<file path="src/design/modexp_pkg.sv">
// Shared constants for the modular exponentiation block: register indexes and FSM codes.
package modexp_pkg;

	// Configuration register index port width and register indexes
	localparam int unsigned CFG_IDX_W = 2;
	localparam logic [CFG_IDX_W-1:0] REG_MODULUS  = 2'd0;
	localparam logic [CFG_IDX_W-1:0] REG_EXPONENT = 2'd1;

	// Sequencer states
	localparam int unsigned ST_W = 3;
	typedef logic [ST_W-1:0] state_t;
	localparam state_t ST_IDLE = 3'd0;
	localparam state_t ST_RED  = 3'd1;
	localparam state_t ST_SQR  = 3'd2;
	localparam state_t ST_MUL  = 3'd3;
	localparam state_t ST_FIN  = 3'd4;

endpackage

</file>
<file path="src/design/modular_exponentiation.sv">
// Bit-serial modular exponentiation: result = message ^ exponent mod modulus.
//
// Usage:
//   Input channel (in_valid/in_ready, message) takes one word per item. The
//   output channel (out_valid/out_ready, result) returns one word per item.
//   Configuration: cfg_we writes cfg_data into register cfg_index at the
//   clock edge (0 = modulus, 1 = exponent); other indexes are dropped.
//   Write configuration only while the block is idle.
// Operation, from input accept to result valid:
//   the message is first reduced mod modulus, then for each of the WIDTH
//   exponent bits a square is done, plus a multiply by the base when the
//   bit is set, then the result is handed off through the final state.
//   A modulus below two goes straight to the final state and gives 0.
//   A new word can be taken in the same cycle as the result shows.
//   The shared double-and-add modular multiplier does every step and
//   consumes one operand bit per cycle. One item is worked at a time.
// Reset: arst_n clears the sequencer and output valid, loads modulus = 2, exponent = 1.
// Stall: the result waits in an output register; the next item is accepted
//   meanwhile and holds in its final state until that register frees up.
module modular_exponentiation #(
	parameter int unsigned WIDTH = 32
) (
	input  logic                               clk,
	input  logic                               arst_n,
	input  logic                               in_valid,
	output logic                               in_ready,
	input  logic [WIDTH-1:0]                   message,
	output logic                               out_valid,
	input  logic                               out_ready,
	output logic [WIDTH-1:0]                   result,
	input  logic                               cfg_we,
	input  logic [modexp_pkg::CFG_IDX_W-1:0]   cfg_index,
	input  logic [WIDTH-1:0]                   cfg_data
);
	import modexp_pkg::*;

	localparam int unsigned CNT_W = $clog2(WIDTH);
	localparam logic [CNT_W-1:0] CNT_LAST = CNT_W'(WIDTH - 1);

	// Configuration registers
	logic [WIDTH-1:0] modulus_q;
	logic [WIDTH-1:0] exponent_q;

	// Datapath registers
	state_t           state_q;
	logic [WIDTH-1:0] acc_q;    // running power
	logic [WIDTH-1:0] prod_q;   // partial product / remainder
	logic [WIDTH-1:0] base_q;   // message mod modulus
	logic [WIDTH-1:0] opb_q;    // serial operand, MSB first
	logic [WIDTH-1:0] exp_q;    // exponent bits, MSB first
	logic [CNT_W-1:0] cnt_q;    // operand bit count
	logic [CNT_W-1:0] ecnt_q;   // exponent bit count
	logic             out_valid_q;
	logic [WIDTH-1:0] result_q;

	// One double-and-add step
	logic [WIDTH:0]   dbl;
	logic [WIDTH-1:0] dbl_r;
	logic [WIDTH:0]   sum;
	logic [WIDTH-1:0] sum_r;
	logic [WIDTH-1:0] opa;
	logic [WIDTH-1:0] step_nxt;
	logic             mul_last;
	logic             exp_last;
	logic             out_free;

	always_comb begin
		// Doubling; during reduction shift in the next message bit instead of zero
		dbl   = {prod_q, (state_q == ST_RED) ? opb_q[WIDTH-1] : 1'b0};
		dbl_r = (dbl >= {1'b0, modulus_q}) ? WIDTH'(dbl - {1'b0, modulus_q}) : dbl[WIDTH-1:0];
		opa   = (state_q == ST_MUL) ? base_q : acc_q;
		sum   = {1'b0, dbl_r} + {1'b0, opa};
		sum_r = (sum >= {1'b0, modulus_q}) ? WIDTH'(sum - {1'b0, modulus_q}) : sum[WIDTH-1:0];
		if (state_q != ST_RED && opb_q[WIDTH-1]) begin
			step_nxt = sum_r;
		end else begin
			step_nxt = dbl_r;
		end
	end

	assign mul_last = (cnt_q == CNT_LAST);
	assign exp_last = (ecnt_q == CNT_LAST);
	assign out_free = !out_valid_q || out_ready;

	assign in_ready  = (state_q == ST_IDLE);
	assign out_valid = out_valid_q;
	assign result    = result_q;

	// Configuration writes
	always_ff @(posedge clk or negedge arst_n) begin
		if (!arst_n) begin
			modulus_q  <= WIDTH'(2);
			exponent_q <= WIDTH'(1);
		end else if (cfg_we) begin
			unique case (cfg_index)
				REG_MODULUS:  modulus_q  <= cfg_data;
				REG_EXPONENT: exponent_q <= cfg_data;
				default: ;
			endcase
		end
	end

	// Sequencer
	always_ff @(posedge clk or negedge arst_n) begin
		if (!arst_n) begin
			state_q <= ST_IDLE;
			cnt_q   <= '0;
			ecnt_q  <= '0;
		end else begin
			unique case (state_q)
				ST_IDLE: begin
					if (in_valid) begin
						cnt_q   <= '0;
						ecnt_q  <= '0;
						state_q <= (modulus_q < WIDTH'(2)) ? ST_FIN : ST_RED;
					end
				end
				ST_RED, ST_SQR, ST_MUL: begin
					cnt_q <= mul_last ? '0 : cnt_q + 1'b1;
					if (mul_last) begin
						if (state_q == ST_SQR && exp_q[WIDTH-1]) begin
							state_q <= ST_MUL;
						end else if (state_q == ST_RED) begin
							state_q <= ST_SQR;
						end else begin
							// advance to the next exponent bit
							ecnt_q  <= ecnt_q + 1'b1;
							state_q <= exp_last ? ST_FIN : ST_SQR;
						end
					end
				end
				ST_FIN: begin
					if (out_free) begin
						state_q <= ST_IDLE;
					end
				end
				default: state_q <= ST_IDLE;
			endcase
		end
	end

	// Datapath, no reset needed
	always_ff @(posedge clk) begin
		case (state_q)
			ST_IDLE: begin
				opb_q  <= message;
				exp_q  <= exponent_q;
				prod_q <= '0;
				acc_q  <= '0;
			end
			ST_RED: begin
				if (mul_last) begin
					base_q <= step_nxt;
					acc_q  <= WIDTH'(1);
					opb_q  <= WIDTH'(1);
					prod_q <= '0;
				end else begin
					prod_q <= step_nxt;
					opb_q  <= opb_q << 1;
				end
			end
			ST_SQR, ST_MUL: begin
				if (mul_last) begin
					acc_q  <= step_nxt;
					opb_q  <= step_nxt;
					prod_q <= '0;
					if (!(state_q == ST_SQR && exp_q[WIDTH-1])) begin
						exp_q <= exp_q << 1;
					end
				end else begin
					prod_q <= step_nxt;
					opb_q  <= opb_q << 1;
				end
			end
			default: ;
		endcase
	end

	// Output register: hold while stalled, load from the final state
	always_ff @(posedge clk or negedge arst_n) begin
		if (!arst_n) begin
			out_valid_q <= 1'b0;
		end else if (state_q == ST_FIN && out_free) begin
			out_valid_q <= 1'b1;
		end else if (out_ready) begin
			out_valid_q <= 1'b0;
		end
	end

	always_ff @(posedge clk) begin
		if (state_q == ST_FIN && out_free) begin
			result_q <= acc_q;
		end
	end

endmodule

</file>
<file path="config.mk">
export PLATFORM = sky130hd
export DESIGN_NAME = modular_exponentiation
export DESIGN_NICKNAME = d
export VERILOG_FILES = /design/src/design/modexp_pkg.sv /design/src/design/modular_exponentiation.sv
export SDC_FILE = /design/constraint.sdc
export NUM_CORES = 1
export LEC_CHECK = 0
export ABC_AREA = 1
export BUFFER_PORTS_ARGS = -buffer_cell sky130_fd_sc_hd__buf_2
export CAP_MARGIN = 40
export CORE_AREA = 2 2 257 209
export DETAILED_ROUTE_END_ITERATION = 8
export DIE_AREA = 0 0 259 211
export HOLD_SLACK_MARGIN = 0.02
export PLACE_DENSITY = 0.61
export SETUP_SLACK_MARGIN = 0.5
export SLEW_MARGIN = 20
export SYNTH_ARGS = -nofsm -noshare
export SYNTH_HDL_FRONTEND = slang
export SYNTH_SLANG_ARGS = --single-unit
</file>
<file path="constraint.sdc">
create_clock -name clk -period 20.2 [get_ports clk]
set_input_delay 4.04 -clock clk [delete_from_list [all_inputs] [get_ports clk]]
set_output_delay 4.04 -clock clk [all_outputs]
set_load 0.05 [all_outputs]
</file>
==> metrics.txt <==
status complete, no violations; Starting Density between 30% and 40%; Critical Path Max Stage Delay approximately 560 ps; Routed Antenna Nets 0; RSZ-0062 raised after global routing no; WL/cell 18.26 um; Reg2Reg Setup Slack between 10000 and 15000 ps; Slew Viols, Final 0; Layout Utilization 39.17%; number of synthesized flops with an enable pin 192; largest net degree at the start of global routing 65; Rows 75; CTS tree done; min Tclk post-route between 8000 and 9000 ps; post-cts resize count 0; Final period util 43.08%; drt pass-1 iters 6; GRT overflow 0; Crit Path Category register to register; core area 51890 sq um; crit path DAT ~9000 ps; Layout area overhead 12.68%; vias in the first global route approximately 15000; syn_nets 2466; post-synthesis cell type count 56; I/O Pins 105; Vias/cell 5.018; Syn Area/Cell 7.859 sq um; Final Wtd Congestion 0.9901; type of origin of the critical path register; top_reg_cell synth edfxtp_1; Yosys reg bits 270; # diodes 0; Detailed Place HPWL between 40000 and 50000 um; FMAX 114.9 MHz; commonest non-fill, non-tap cell in the layout nand2_1; Setup Fix Bufs, Post-CTS 0; die area 54650 sq um; CP Launch Point modulus_q[29]; TritonCTS Buffers 29; Reg clk slew, reported paths roughly 60 ps; # port buffers 104; DIE HEIGHT about 210 um; RR Startpoint modulus_q[29]; slew margin rel. 50.98%; worst hold path type register to register; Async SR Flop Fraction 28.89%; first-pass GRT wire length about 87000 um; synthesized cell area 18040 sq um; Seq/Total Area, Yosys 42.80%; Critical Path End acc_q[26]; instance count of the mapped netlist between 2000 and 2500; R2R depth 44; Worst Path Required 20490 ps; share of layout cells above drive strength 1 a little over an eighth; Crit Path Max Fanout 46; critical-path cell with the highest stage delay clkinv_1; final setup fails 0; clk buf depth 3; DRC 0; clk_lat worst skew 590 ps; max-cap violations 0; setup TNS 0 ps; Die Width 259 um; Worst-Margin Slew 735.3 ps; Final Hold Viols 0; CTS sink count 270; Post-CTS Hold Buffers 0; WL final 56750 um; crit-path most repeated cell nand2_1; # H-tree levels 1; Vias 15590; Nets 2562; Total Routing Usage GR 20.72%; initial DRC count 1336; crit end category register; commonest cells after routing, fill and taps aside nand2_1, inv_1, edfxtp_1; clock skew 22.84 ps; Root Driver clkbuf_16; RR Endpoint acc_q[26]; Synth Warn # 0; initial antenna violation count 0
## cells in the mapped netlist (3+ instances only)
library cell  count  share of area [%]
nand2_2          24               0.83
nor2_1          157                3.3
and2_1            3               0.10
a31oi_1          10               0.35
edfxtp_1        192                 32
fa_1              3               0.33
nand2_1         674                 14
buf_2             8               0.22
clkbuf_1         46               0.96
o21ai_1           8               0.22
inv_2             5               0.10
nor4_1            8               0.28
a21o_1            3               0.12
nand4_1          27               0.94
a21oi_1         114                3.2
dfrtp_1          76                 11
nor3_1           14               0.39
xor2_1           38                1.8
o221ai_1          6               0.29
buf_6             4               0.25
mux2_2           29                1.8
nand3b_1          4               0.17
nand3_1         166                4.6
o21bai_1          7               0.29
o21a_1            5               0.21
or2_2            44                1.5
ha_1             97                6.7
nor2_4            3               0.19
nor2_2            4               0.14
xnor2_1          27                1.3
nand3_2          14               0.78
inv_1           309                6.4
o21ai_0         128                3.6
and3_1            3               0.10
o21ai_2           6               0.29
## sequential cells by signal, indices dropped and copies added (netlist names)
signal / flops
exponent_q: 32
base_q: 32
exp_q: 32
cnt_q: 5
ecnt_q: 5
modulus_q: 32
opb_q: 32
acc_q: 32
prod_q: 32
state_q: 3
out_valid: 1
result: 32
## worst max-delay path: cells and delay by family (launching register included)
family	cells	cell delay, ps
AND/OR/NAND/NOR	24	3390
buffers and inverters	9	1860
adder cells (fa/ha/maj)	4	1450
AO/OA/AOI/OAI	6	920
flip-flops	1	400
XOR/XNOR	1	310
## per-stage QoR
stage / instance area [sq um] / setup slack (ps) / instances / hold WS, ps
after CTS: 20320 / 11670 / 3107 / 449.4
after global routing: 20320 / 10710 / 3107 / 456.3
after global placement: 19300 / 11160 / 3047 / 429.5
after detailed placement: 19410 / 11700 / 3053 / 434.0
after floorplan: 18040 / 13830 / 2295 / 420.4
final: 20320 / 11500 / 3107 / 449.0
## final cells by class
type	instances	area, sq um
Clock buffer	31	733.2
Tap cell	693	867.1
Inverter	317	1192
Clock inverter	23	178.9
Sequential cell	270	7720
Fill cell	5306	31570
Multi-Input combinational cell	1648	8887
Timing Repair Buffer	125	745.7
## routing by layer
| metal | part of all wire, % | track usage [%] | vias to the layer above |
|---|---|---|---|
| li1 | - | - | 7737 |
| met1 | 47 | 29.13 | 7369 |
| met2 | 45 | 33.76 | 411 |
| met3 | 5.2 | 2.640 | 73 |
| met4 | 2.7 | 5.242 | 0 |
| met5 | 0 | 0 | - |
## cell families (layout without fill, tap and decap cells)
kind of cell	after synthesis	after routing	synth area share, %
adders and majority gates	100	100	7.062
xor gates and xnor gates	65	65	3.156
DFF	270	270	42.80
and+or+nand+nor	1151	1151	27.85
buffers and inverters	377	496	8.102
muxes	30	30	1.866
AOI/OAI and AO/OA	302	302	9.163
## how the worst min path moves through the flow
stage	startpoint	endpoint	cells after the start
2_1_floorplan	acc_q[0]	result[0]	0
3_3_place_gp	acc_q[1]	result[1]	0
3_5_place_dp	acc_q[4]	result[4]	0
4_1_cts	acc_q[4]	result[4]	0
5_1_grt	acc_q[18]	result[18]	0
6_report	acc_q[18]	result[18]	0
Power is left out: the tool's default activity adds up to more than one toggle a clock period on the data nets, which glitch-free logic cannot reach.
